## src/swpu_pkg.sv

```systemverilog
`default_nettype none

package swpu_pkg;

   localparam int SLOTS       = 3;
   localparam int MAT_W       = 8;
   localparam int WT_W        = 16;
   localparam int WONE        = 32768;
   localparam int ENT_N       = SLOTS + 1;
   localparam int CNT_W       = $clog2(SLOTS + 1);
   localparam int RANK_W      = $clog2(ENT_N);
   localparam int PROD_W      = 2 * WT_W;
   localparam int ROUND_SHIFT = WT_W - 1;
   localparam int DELTA_W     = PROD_W - ROUND_SHIFT;
   localparam int RECIP_K     = DELTA_W + 3;
   localparam int RECIP_W     = RECIP_K + 1;
   localparam int RPROD_W     = DELTA_W + RECIP_W;
   localparam int ENT_W       = DELTA_W + 2;
   localparam int SUM_W       = ENT_W + 1;
   localparam longint RECIP_ONE = longint'(1) << RECIP_K;

   typedef struct packed {
      logic [MAT_W-1:0] slot0_material;
      logic [MAT_W-1:0] slot1_material;
      logic [MAT_W-1:0] slot2_material;
      logic [WT_W-1:0]  slot0_weight;
      logic [WT_W-1:0]  slot1_weight;
      logic [WT_W-1:0]  slot2_weight;
      logic [WT_W-1:0]  brush_amount;
      logic [WT_W-1:0]  step_gain;
   } req_type;

   typedef struct packed {
      logic [MAT_W-1:0] new_material0;
      logic [MAT_W-1:0] new_material1;
      logic [MAT_W-1:0] new_material2;
      logic [WT_W-1:0]  new_weight0;
      logic [WT_W-1:0]  new_weight1;
      logic [WT_W-1:0]  new_weight2;
   } rsp_type;

   typedef struct packed {
      logic [SLOTS-1:0][MAT_W-1:0] mat;
      logic [SLOTS-1:0][WT_W-1:0]  wt;
      logic [WT_W-1:0]             amount;
      logic [WT_W-1:0]             gain;
      logic [MAT_W-1:0]            paint;
   } front_in_type;

   typedef struct packed {
      logic             valid;
      logic [MAT_W-1:0] mat;
      logic [ENT_W-1:0] wt;
   } entry_type;

   typedef struct packed {
      logic                       empty;
      entry_type [ENT_N-1:0]      entries;
   } entries_type;

   typedef struct packed {
      logic                       empty;
      entry_type [SLOTS-1:0]      entries;
   } sorted_type;

   typedef struct packed {
      logic [SLOTS-1:0][MAT_W-1:0] mat;
      logic [SLOTS-1:0][WT_W-1:0]  wt;
   } result_type;

   // Reciprocal of the positive-slot count, scaled by 2**RECIP_K and truncated.
   function automatic logic [RECIP_W-1:0] recip_of(input logic [CNT_W-1:0] cnt);
      logic [RECIP_W-1:0] r;
      case (int'(cnt))
         1: r = RECIP_W'(RECIP_ONE);
         2: r = RECIP_W'(RECIP_ONE / 2);
         3: r = RECIP_W'(RECIP_ONE / 3);
         4: r = RECIP_W'(RECIP_ONE / 4);
         5: r = RECIP_W'(RECIP_ONE / 5);
         6: r = RECIP_W'(RECIP_ONE / 6);
         7: r = RECIP_W'(RECIP_ONE / 7);
         8: r = RECIP_W'(RECIP_ONE / 8);
         default: r = '0;
      endcase
      return r;
   endfunction

endpackage

`default_nettype wire

```

## src/swpu_req_if.sv

```systemverilog
`default_nettype none

interface swpu_req_if
   import swpu_pkg::*;
();
   logic    valid;
   logic    ready;
   req_type data;

   modport source (output valid, output data, input ready);
   modport sink (input valid, input data, output ready);
endinterface

`default_nettype wire

```

## src/swpu_rsp_if.sv

```systemverilog
`default_nettype none

interface swpu_rsp_if
   import swpu_pkg::*;
();
   logic    valid;
   logic    ready;
   rsp_type data;

   modport source (output valid, output data, input ready);
   modport sink (input valid, input data, output ready);
endinterface

`default_nettype wire

```

## src/splat_weight_paint_update_core.sv

```systemverilog
// Splat weight paint update: rewrites one vertex's three material slots under
// a brush stroke.
// Input channel req_bus carries the slots' material indexes and Q1.15 weights,
// the brush amount and the step gain. Result channel rsp_bus carries the new
// slots, heaviest first, with unused slots zero.
// The painted material is set through csr_write_enable / csr_write_data and
// should only be written while no vertex is in flight.
// The datapath is a seven-register pipeline, and one vertex can be accepted
// every cycle while the receiver keeps up. The stage holding the count
// division by reciprocal multiply and the rank comparison of the four
// candidate entries set the depth.
// When the receiver stalls, each pipeline stage that holds an item keeps it and
// req_bus.ready drops once the pipeline is full; nothing is lost or repeated.
// Synchronous reset empties the pipeline and sets the painted material to 0.
`default_nettype none

module splat_weight_paint_update_core
   import swpu_pkg::*;
(
   input  wire logic             clock,
   input  wire logic             reset,
   swpu_req_if.sink              req_bus,
   swpu_rsp_if.source            rsp_bus,
   input  wire logic             csr_write_enable,
   input  wire logic [MAT_W-1:0] csr_write_data
);

   logic [MAT_W-1:0] paint_ff, paint_in;

   front_in_type front_in;
   entries_type  front_data;
   sorted_type   sort_data;
   result_type   result;

   logic front_valid, front_ready;
   logic sort_valid, sort_ready;

   assign paint_in = csr_write_enable ? csr_write_data : paint_ff;

   always_ff @(posedge clock) begin
      if (reset) begin
         paint_ff <= '0;
      end else begin
         paint_ff <= paint_in;
      end
   end

   always_comb begin
      front_in.mat[0] = req_bus.data.slot0_material;
      front_in.mat[1] = req_bus.data.slot1_material;
      front_in.mat[2] = req_bus.data.slot2_material;
      front_in.wt[0]  = req_bus.data.slot0_weight;
      front_in.wt[1]  = req_bus.data.slot1_weight;
      front_in.wt[2]  = req_bus.data.slot2_weight;
      front_in.amount = req_bus.data.brush_amount;
      front_in.gain   = req_bus.data.step_gain;
      front_in.paint  = paint_ff;
   end

   swpu_front u_front (
      .clock     (clock),
      .reset     (reset),
      .in_valid  (req_bus.valid),
      .in_ready  (req_bus.ready),
      .in_data   (front_in),
      .out_valid (front_valid),
      .out_ready (front_ready),
      .out_data  (front_data)
   );

   swpu_sort u_sort (
      .clock     (clock),
      .reset     (reset),
      .in_valid  (front_valid),
      .in_ready  (front_ready),
      .in_data   (front_data),
      .out_valid (sort_valid),
      .out_ready (sort_ready),
      .out_data  (sort_data)
   );

   swpu_pack u_pack (
      .clock     (clock),
      .reset     (reset),
      .in_valid  (sort_valid),
      .in_ready  (sort_ready),
      .in_data   (sort_data),
      .out_valid (rsp_bus.valid),
      .out_ready (rsp_bus.ready),
      .out_data  (result)
   );

   always_comb begin
      rsp_bus.data.new_material0 = result.mat[0];
      rsp_bus.data.new_material1 = result.mat[1];
      rsp_bus.data.new_material2 = result.mat[2];
      rsp_bus.data.new_weight0   = result.wt[0];
      rsp_bus.data.new_weight1   = result.wt[1];
      rsp_bus.data.new_weight2   = result.wt[2];
   end

endmodule

`default_nettype wire

```

## src/swpu_front.sv

```systemverilog
`default_nettype none

module swpu_front
   import swpu_pkg::*;
(
   input  wire logic         clock,
   input  wire logic         reset,
   input  wire logic         in_valid,
   output logic              in_ready,
   input  wire front_in_type in_data,
   output logic              out_valid,
   input  wire logic         out_ready,
   output entries_type       out_data
);

   typedef struct packed {
      logic [SLOTS-1:0][MAT_W-1:0] mat;
      logic [SLOTS-1:0][WT_W-1:0]  wt;
      logic [SLOTS-1:0]            keep;
      logic [SLOTS-1:0]            is_paint;
      logic                        has_paint;
      logic [CNT_W-1:0]            count;
      logic [MAT_W-1:0]            paint;
      logic [PROD_W-1:0]           prod;
   } s1_type;

   typedef struct packed {
      logic [SLOTS-1:0][MAT_W-1:0] mat;
      logic [SLOTS-1:0][WT_W-1:0]  wt;
      logic [SLOTS-1:0]            keep;
      logic [SLOTS-1:0]            is_paint;
      logic                        has_paint;
      logic [CNT_W-1:0]            count;
      logic [MAT_W-1:0]            paint;
      logic [DELTA_W-1:0]          delta;
      logic [RPROD_W-1:0]          rprod;
   } s2_type;

   typedef struct packed {
      logic [SLOTS-1:0][MAT_W-1:0] mat;
      logic [SLOTS-1:0][WT_W-1:0]  wt;
      logic [SLOTS-1:0]            keep;
      logic [SLOTS-1:0]            is_paint;
      logic                        has_paint;
      logic                        empty;
      logic [MAT_W-1:0]            paint;
      logic [DELTA_W-1:0]          delta;
      logic [DELTA_W-1:0]          share;
   } s3_type;

   localparam int REM_W = DELTA_W + CNT_W;
   localparam logic [PROD_W:0] HALF = (PROD_W + 1)'(1) << (ROUND_SHIFT - 1);

   logic v1_ff, v2_ff, v3_ff, v4_ff;
   logic v1_in, v2_in, v3_in, v4_in;
   logic en1, en2, en3, en4;

   s1_type      s1_ff, s1_in;
   s2_type      s2_ff, s2_in;
   s3_type      s3_ff, s3_in;
   entries_type s4_ff, s4_in;

   logic [SLOTS-1:0]   pos;
   logic [PROD_W:0]    rounded;
   logic [DELTA_W-1:0] quot;
   logic [REM_W-1:0]   qc;
   logic [REM_W-1:0]   rem;

   // Each stage loads when it is empty or its content moves on in the same cycle.
   assign en4      = !v4_ff || out_ready;
   assign en3      = !v3_ff || en4;
   assign en2      = !v2_ff || en3;
   assign en1      = !v1_ff || en2;
   assign in_ready = en1;

   assign v1_in = en1 ? in_valid : v1_ff;
   assign v2_in = en2 ? v1_ff : v2_ff;
   assign v3_in = en3 ? v2_ff : v3_ff;
   assign v4_in = en4 ? v3_ff : v4_ff;

   // Stage 1: positive slots, first occurrence of each material, brush product.
   always_comb begin
      s1_in       = '0;
      s1_in.mat   = in_data.mat;
      s1_in.wt    = in_data.wt;
      s1_in.paint = in_data.paint;
      s1_in.prod  = PROD_W'(in_data.gain) * PROD_W'(in_data.amount);
      for (int i = 0; i < SLOTS; i++) begin
         pos[i] = in_data.wt[i] != '0;
      end
      for (int i = 0; i < SLOTS; i++) begin
         s1_in.keep[i] = pos[i];
         for (int j = 0; j < i; j++) begin
            if (pos[j] && in_data.mat[j] == in_data.mat[i]) begin
               s1_in.keep[i] = 1'b0;
            end
         end
         s1_in.is_paint[i] = s1_in.keep[i] && in_data.mat[i] == in_data.paint;
         s1_in.count       = s1_in.count + CNT_W'(pos[i]);
      end
      s1_in.has_paint = |s1_in.is_paint;
   end

   // Stage 2: rounded delta, then delta times the reciprocal of the count.
   always_comb begin
      rounded         = {1'b0, s1_ff.prod} + HALF;
      s2_in.mat       = s1_ff.mat;
      s2_in.wt        = s1_ff.wt;
      s2_in.keep      = s1_ff.keep;
      s2_in.is_paint  = s1_ff.is_paint;
      s2_in.has_paint = s1_ff.has_paint;
      s2_in.count     = s1_ff.count;
      s2_in.paint     = s1_ff.paint;
      s2_in.delta     = rounded[ROUND_SHIFT +: DELTA_W];
      s2_in.rprod     = RPROD_W'(s2_in.delta) * RPROD_W'(recip_of(s1_ff.count));
   end

   // Stage 3: the quotient from the truncated reciprocal is at most one low; fix it with the remainder.
   always_comb begin
      quot            = s2_ff.rprod[RECIP_K +: DELTA_W];
      qc              = REM_W'(quot) * REM_W'(s2_ff.count);
      rem             = REM_W'(s2_ff.delta) - qc;
      s3_in.mat       = s2_ff.mat;
      s3_in.wt        = s2_ff.wt;
      s3_in.keep      = s2_ff.keep;
      s3_in.is_paint  = s2_ff.is_paint;
      s3_in.has_paint = s2_ff.has_paint;
      s3_in.empty     = s2_ff.count == '0;
      s3_in.paint     = s2_ff.paint;
      s3_in.delta     = s2_ff.delta;
      s3_in.share     = quot + DELTA_W'(rem >= REM_W'(s2_ff.count));
   end

   // Stage 4: build the entry list, with the painted material appended if absent.
   always_comb begin
      s4_in.empty = s3_ff.empty;
      for (int i = 0; i < SLOTS; i++) begin
         s4_in.entries[i].valid = s3_ff.keep[i];
         s4_in.entries[i].mat   = s3_ff.mat[i];
         if (s3_ff.is_paint[i]) begin
            s4_in.entries[i].wt = ENT_W'(s3_ff.wt[i]) + ENT_W'(s3_ff.delta);
         end else begin
            s4_in.entries[i].wt = ENT_W'(s3_ff.wt[i]) - ENT_W'(s3_ff.share);
         end
      end
      s4_in.entries[SLOTS].valid = !s3_ff.has_paint;
      s4_in.entries[SLOTS].mat   = s3_ff.paint;
      s4_in.entries[SLOTS].wt    = ENT_W'(s3_ff.delta);
   end

   always_ff @(posedge clock) begin
      if (reset) begin
         v1_ff <= 1'b0;
         v2_ff <= 1'b0;
         v3_ff <= 1'b0;
         v4_ff <= 1'b0;
      end else begin
         v1_ff <= v1_in;
         v2_ff <= v2_in;
         v3_ff <= v3_in;
         v4_ff <= v4_in;
      end
   end

   always_ff @(posedge clock) begin
      if (en1) begin
         s1_ff <= s1_in;
      end
      if (en2) begin
         s2_ff <= s2_in;
      end
      if (en3) begin
         s3_ff <= s3_in;
      end
      if (en4) begin
         s4_ff <= s4_in;
      end
   end

   assign out_valid = v4_ff;
   assign out_data  = s4_ff;

endmodule

`default_nettype wire

```

## src/swpu_sort.sv

```systemverilog
`default_nettype none

module swpu_sort
   import swpu_pkg::*;
(
   input  wire logic        clock,
   input  wire logic        reset,
   input  wire logic        in_valid,
   output logic             in_ready,
   input  wire entries_type in_data,
   output logic             out_valid,
   input  wire logic        out_ready,
   output sorted_type       out_data
);

   typedef struct packed {
      entries_type                 ent;
      logic [ENT_N-1:0][RANK_W-1:0] rank;
   } ranked_type;

   logic v1_ff, v2_ff;
   logic v1_in, v2_in;
   logic en1, en2;

   ranked_type r_ff, r_in;
   sorted_type o_ff, o_in;

   logic beats;

   assign en2      = !v2_ff || out_ready;
   assign en1      = !v1_ff || en2;
   assign in_ready = en1;
   assign v1_in    = en1 ? in_valid : v1_ff;
   assign v2_in    = en2 ? v1_ff : v2_ff;

   // Rank of an entry: how many valid entries come before it. Material indexes
   // of valid entries are distinct, so the ranks of valid entries are distinct.
   always_comb begin
      beats = 1'b0;
      r_in.ent  = in_data;
      r_in.rank = '0;
      for (int i = 0; i < ENT_N; i++) begin
         for (int j = 0; j < ENT_N; j++) begin
            beats = $signed(in_data.entries[j].wt) > $signed(in_data.entries[i].wt)
               || (in_data.entries[j].wt == in_data.entries[i].wt
               && in_data.entries[j].mat > in_data.entries[i].mat);
            if (j != i && in_data.entries[j].valid && beats) begin
               r_in.rank[i] = r_in.rank[i] + RANK_W'(1);
            end
         end
      end
   end

   always_comb begin
      o_in       = '0;
      o_in.empty = r_ff.ent.empty;
      for (int p = 0; p < SLOTS; p++) begin
         for (int i = 0; i < ENT_N; i++) begin
            if (r_ff.ent.entries[i].valid && r_ff.rank[i] == RANK_W'(p)) begin
               o_in.entries[p] = r_ff.ent.entries[i];
            end
         end
      end
   end

   always_ff @(posedge clock) begin
      if (reset) begin
         v1_ff <= 1'b0;
         v2_ff <= 1'b0;
      end else begin
         v1_ff <= v1_in;
         v2_ff <= v2_in;
      end
   end

   always_ff @(posedge clock) begin
      if (en1) begin
         r_ff <= r_in;
      end
      if (en2) begin
         o_ff <= o_in;
      end
   end

   assign out_valid = v2_ff;
   assign out_data  = o_ff;

endmodule

`default_nettype wire

```

## src/swpu_pack.sv

```systemverilog
`default_nettype none

module swpu_pack
   import swpu_pkg::*;
(
   input  wire logic       clock,
   input  wire logic       reset,
   input  wire logic       in_valid,
   output logic            in_ready,
   input  wire sorted_type in_data,
   output logic            out_valid,
   input  wire logic       out_ready,
   output result_type      out_data
);

   localparam logic signed [SUM_W-1:0] WONE_S = SUM_W'(WONE);

   logic       valid_ff, valid_in;
   result_type res_ff, res_in;

   logic signed [SUM_W-1:0] sum;
   logic signed [SUM_W-1:0] w;
   logic                    stop;

   assign in_ready = !valid_ff || out_ready;
   assign valid_in = in_ready ? in_valid : valid_ff;

   // Walk the sorted entries, stopping at the first non-positive weight or once
   // the running total reaches one; the entry that reaches one is cut to fit.
   always_comb begin
      res_in = '0;
      sum    = '0;
      w      = '0;
      stop   = 1'b0;
      for (int p = 0; p < SLOTS; p++) begin
         w = SUM_W'($signed(in_data.entries[p].wt));
         if (!stop) begin
            if (!in_data.entries[p].valid || w <= 0 || sum >= WONE_S) begin
               stop = 1'b1;
            end else begin
               res_in.mat[p] = in_data.entries[p].mat;
               if (sum + w >= WONE_S) begin
                  res_in.wt[p] = WT_W'(WONE_S - sum);
               end else begin
                  res_in.wt[p] = WT_W'(w);
               end
               sum = sum + w;
            end
         end
      end
      if (in_data.empty) begin
         res_in       = '0;
         res_in.wt[0] = WT_W'(WONE);
      end
   end

   always_ff @(posedge clock) begin
      if (reset) begin
         valid_ff <= 1'b0;
      end else begin
         valid_ff <= valid_in;
      end
   end

   always_ff @(posedge clock) begin
      if (in_ready) begin
         res_ff <= res_in;
      end
   end

   assign out_valid = valid_ff;
   assign out_data  = res_ff;

endmodule

`default_nettype wire

```

## src/flat_wrapper.sv

```systemverilog
// flat-port wrapper written by rule: the top's interface ports become plain ports
module splat_weight_paint_update_core_flat import swpu_pkg::*;
  (clock, reset, csr_write_enable, csr_write_data, req_bus_valid, req_bus_data, req_bus_ready, rsp_bus_valid, rsp_bus_data, rsp_bus_ready);
  swpu_req_if req_bus_i ();
  swpu_rsp_if rsp_bus_i ();
  input  wire logic clock;
  input  wire logic reset;
  input  wire logic csr_write_enable;
  input  wire logic [MAT_W-1:0] csr_write_data;
  input wire logic [$bits(req_bus_i.valid)-1:0] req_bus_valid;
  input wire logic [$bits(req_bus_i.data)-1:0] req_bus_data;
  output wire logic [$bits(req_bus_i.ready)-1:0] req_bus_ready;
  output wire logic [$bits(rsp_bus_i.valid)-1:0] rsp_bus_valid;
  output wire logic [$bits(rsp_bus_i.data)-1:0] rsp_bus_data;
  input wire logic [$bits(rsp_bus_i.ready)-1:0] rsp_bus_ready;
  assign req_bus_i.valid = req_bus_valid;
  assign req_bus_i.data = req_bus_data;
  assign req_bus_ready = req_bus_i.ready;
  assign rsp_bus_valid = rsp_bus_i.valid;
  assign rsp_bus_data = rsp_bus_i.data;
  assign rsp_bus_i.ready = rsp_bus_ready;
  splat_weight_paint_update_core u_core (.clock(clock), .reset(reset), .req_bus(req_bus_i), .rsp_bus(rsp_bus_i), .csr_write_enable(csr_write_enable), .csr_write_data(csr_write_data));
endmodule
```

## config.mk

```make
export PLATFORM = sky130hd
export DESIGN_NAME = splat_weight_paint_update_core_flat
export DESIGN_NICKNAME = d
export VERILOG_FILES = /design/src/swpu_pkg.sv /design/src/swpu_req_if.sv /design/src/swpu_rsp_if.sv /design/src/splat_weight_paint_update_core.sv /design/src/swpu_front.sv /design/src/swpu_sort.sv /design/src/swpu_pack.sv /design/src/flat_wrapper.sv
export SDC_FILE = /design/constraint.sdc
export NUM_CORES = 2
export LEC_CHECK = 0
export ABC_AREA = 1
export ABC_CLOCK_PERIOD_IN_PS = 25700
export BUFFER_PORTS_ARGS = -buffer_cell sky130_fd_sc_hd__buf_2
export CAP_MARGIN = 15
export CELL_PAD_IN_SITES_DETAIL_PLACEMENT = 0
export CELL_PAD_IN_SITES_GLOBAL_PLACEMENT = 1
export CORE_UTILIZATION = 50
export CTS_CLUSTER_SIZE = 25
export DETAILED_ROUTE_END_ITERATION = 10
export MAX_ROUTING_LAYER = met4
export PLACE_DENSITY_LB_ADDON = 0.1
export SYNTH_ARGS = -nofsm -noshare
export SYNTH_HDL_FRONTEND = slang
export SYNTH_SLANG_ARGS = --single-unit
```

## constraint.sdc

```tcl
create_clock -name clock -period 25.7 [get_ports clock]
set_input_delay 3.855 -clock clock [delete_from_list [all_inputs] [get_ports clock]]
set_output_delay 3.855 -clock clock [all_outputs]
set_load 0.05 [all_outputs]
```

==> summary.md <==
| Metric | Value |
|---|---|
| Run status | `completed` |
| Fill cell count | `between 9000 and 10000` |
| I/O Buffers | `190` |
| Initial antenna violation count | `0` |
| CTS Buf Count | `80` |
| Final Hold Vio Count | `0` |
| Initial core utilization | `0.504` |
| CP required | `21.84 ns` |
| Mean post-synth cell area | `9.62 sq um` |
| Sequential fraction of the synthesis area | `0.417` |
| Synthesized instance count | `5607` |
| Via Count | `38200` |
| Netlist Area Pre-Place | `0.0539 sq mm` |
| Number of global-route vias before repair | `38300` |
| Largest stage delay, worst path | `0.45 ns` |
| Register area | `0.0225 sq mm` |
| Minimum clock period | `10.97 ns` |
| Max Freq | `0.0912 GHz` |
| Drt first pass iters | `6` |
| Share of cells above drive strength 1 | `0.0725` |
| Async set or reset register ratio after synthesis | `0` |
| WS Path Type | `input port to output port` |
| R2R Path Start | `u_core.u_front.s1_ff[14]` |
| Met3 routed WL | `4020 microns` |
| Multi-input gate area in the final layout | `0.0272 sq mm` |
| Synth Flop Type | `edfxtp_1` |
| Worst Skew | `0.0354 ns` |
| Min-delay src | `u_core.u_front.s1_ff[72]` |
| First-pass GRT wire length | `211000 microns` |
| Vias per cell | `between 5 and 6` |
| DRT iter0 DRCs | `between 2000 and 2500` |
| Most common cell on crit path | `nor2_1` |
| CTS max path bufs | `3` |
| R2R Setup Slk | `~18 ns` |
| Pin count of the biggest net entering global routing | `75` |
| Wirelength per Cell | `roughly 19 microns` |
| Placed cell area | `between 0.05 and 0.06 sq mm` |
| Post-CTS Hold Fix Bufs | `0` |
| Clock Sinks | `754` |
| Setup crit start kind | `input port` |
| Final Slew Violations | `0` |
| Post-synth EDFFs | `739` |
| Max Used Layer | `met4` |
| Die ar. | `around 0.11 sq mm` |
| Most common cell after layout, fill and taps aside | `nand2_1` |
| Top-level port count | `between 150 and 200` |
| Die X | `330 microns` |
| Clk_lat worst skew | `0.66 ns` |
| Worst Hold Class | `flop to flop` |
| Antenna fix cells | `0` |
| DR WL met2 | `around 70000 microns` |
| CP Max Fanout | `51` |
| Rel. slew slack | `0.209` |
| Netlist cell types | `64` |
| WP data arrival | `between 7 and 8 ns` |
| Max Cap Viol | `0` |
| Setup violators final | `0` |
| Crit share post-route | `0.427` |
| R2r endpoint | `u_core.u_front.quot[15]` |
| All-layer global routing usage | `0.260` |
| Most frequent cells in the layout | `1034 x nand2_1, 960 x inv_1, 739 x edfxtp_1, 539 x ha_1, 448 x a21oi_1` |
| H-tree depth | `3` |
| Crit-path cells | `buf_2 > nor2_1 > inv_2 > nor2_1 > clkinv_2 > nor2_1 > inv_4 > nor2_1 > inv_4 > nor2_1 > inv_4 > nor2_1 > nand2_4 > buf_2` |
| Grt ovf | `0` |
| CP endpoint kind | `output port` |
| Num rows | `120` |
| Area added between synthesis and finish | `9.49%` |
| DRC errors left | `0` |
| CP Buf/Inv Count | `7` |
| Die H | `~330 microns` |
| Routed WL | `~140000 microns` |
| RD Place Congestion | `0.927` |
| DRT met1 WL | `55700 microns` |
| ANT nets after route | `0` |
| R2R depth | `29` |
| Synth warnings | `0` |
| Layout Nets | `6747` |
| Final instance area | `~0.059 sq mm` |
| Core ar. | `0.107 sq mm` |
| CTS root buf | `clkbuf_16` |
| Critical path depth in cells | `14` |
| Dpl hpwl | `111000 microns` |
| Critical path startpoint | `rsp_bus_ready` |
| TNS Setup | `0 ns` |
| Slew @ Worst Pin | `~1.2 ns` |
| CP Capture Point | `req_bus_ready` |
| CTS tree | `built` |
| Clock slew at reported path FFs | `0.06 ns` |
| Yosys reg bits | `between 700 and 800` |
| Slowest stage cell, crit path | `inv_4` |
| Resized cells post-CTS | `0` |
| RSZ-0062 raised after global routing | `no` |
| Syn Nets | `6579` |
| Setup bufs post-CTS | `0` |
| Crit-path leading delay family | `buffers and inverters` |
## routing by layer
metal,GRT usage,up-vias
met5,-,-
li1,-,19100
met4,0.103,0
met1,0.302,18200
met2,0.461,704
met3,0.0261,223
## state kept, by name (all words and copies together), names as in the netlist, 8 cells and up
register,count
u_core.u_front.out_data,111
u_core.u_sort.r_ff,118
u_core.u_front.s1_ff,107
u_core.u_front.s3_ff,122
u_core.u_pack.out_data,72
u_core.u_front.s2_ff,106
u_core.paint_ff,8
u_core.u_front.quot,17
u_core.u_sort.out_data,85
## worst min path at each step
stage,depth (start not counted),endpoint
4_1_cts,0,u_core.u_front.s2_ff[95]
2_1_floorplan,0,u_core.u_front.out_data[103]
3_3_place_gp,0,u_core.u_front.s2_ff[115]
3_5_place_dp,0,u_core.u_front.out_data[20]
5_1_grt,0,u_core.u_front.s2_ff[92]
6_report,0,u_core.u_front.s2_ff[95]
## cell families (layout without fill, tap and decap cells)
| logic type | count (synthesis) | after routing | synth area share |
|---|---|---|---|
| buf+inv | 1119 | 1350 | 0.0788 |
| other cells | 1 | 1 | 0.0000695 |
| flops | 754 | 754 | 0.417 |
| xor+xnor | 176 | 176 | 0.0286 |
| mux | 3 | 3 | 0.000557 |
| fa+ha+maj | 855 | 855 | 0.242 |
| simple gates | 1809 | 1809 | 0.144 |
| compound gates | 890 | 890 | 0.0889 |
## synthesized netlist by cell type, types with 4 or more instances
| master | instances | area, sq um |
|---|---|---|
| ha_1 | 539 | 6740 |
| nand4_1 | 69 | 432 |
| nand3_4 | 6 | 105 |
| or2_2 | 9 | 56.3 |
| buf_1 | 4 | 15.0 |
| nand2_2 | 17 | 106 |
| or4_1 | 6 | 45.0 |
| nand2_1 | 1035 | 3880 |
| a31oi_1 | 45 | 282 |
| buf_2 | 5 | 25.0 |
| xor2_1 | 122 | 1070 |
| o22ai_1 | 6 | 37.5 |
| and2_1 | 4 | 25.0 |
| nor4_1 | 30 | 188 |
| nand3_1 | 219 | 1100 |
| o21bai_1 | 5 | 37.5 |
| o211ai_1 | 13 | 97.6 |
| nand3b_1 | 11 | 82.6 |
| buf_6 | 4 | 45.0 |
| inv_1 | 967 | 3630 |
| nor3_1 | 41 | 205 |
| clkbuf_1 | 117 | 439 |
| fa_1 | 316 | 6330 |
| o21ai_1 | 16 | 80.1 |
| edfxtp_1 | 739 | 22200 |
| nand3_2 | 7 | 70.1 |
| clkinv_1 | 7 | 26.3 |
| nor3b_1 | 7 | 52.6 |
| inv_2 | 11 | 41.3 |
| a211oi_1 | 10 | 75.1 |
| o221ai_1 | 5 | 43.8 |
| a21o_1 | 7 | 52.6 |
| nor2_2 | 6 | 37.5 |
| xnor2_1 | 54 | 473 |
| a21boi_0 | 11 | 82.6 |
| a21oi_1 | 448 | 2240 |
| nor2_1 | 330 | 1240 |
| o21ai_0 | 282 | 1410 |
| o31ai_1 | 11 | 82.6 |
| o21a_1 | 12 | 90.1 |
| dfxtp_1 | 15 | 300 |
## final cells by class
type,count,share of cell area
clock buffer,100,0.0362
clock inverter,45,0.00926
inverter,986,0.0629
multi-input combinational,3734,0.461
sequential,754,0.381
tap,1403,0.0297
timing repair buffer,219,0.0198
## through the flow
stage | setup slack (ns) | utilization | hold WS (ns) | cells
4_1_cts | 14.64 | 0.552 | 0.405 | 7241
3_5_place_dp | 14.65 | 0.526 | 0.405 | 7096
6_report | 14.73 | 0.552 | 0.406 | 7241
3_3_place_gp | 14.72 | 0.526 | 0.401 | 7096
2_1_floorplan | 4.48 | - | 0.400 | 5607
5_1_grt | 14.32 | 0.552 | 0.411 | 7241
Power is left out: the tool's default activity adds up to more than one toggle a clock period on the data nets, which glitch-free logic cannot reach.
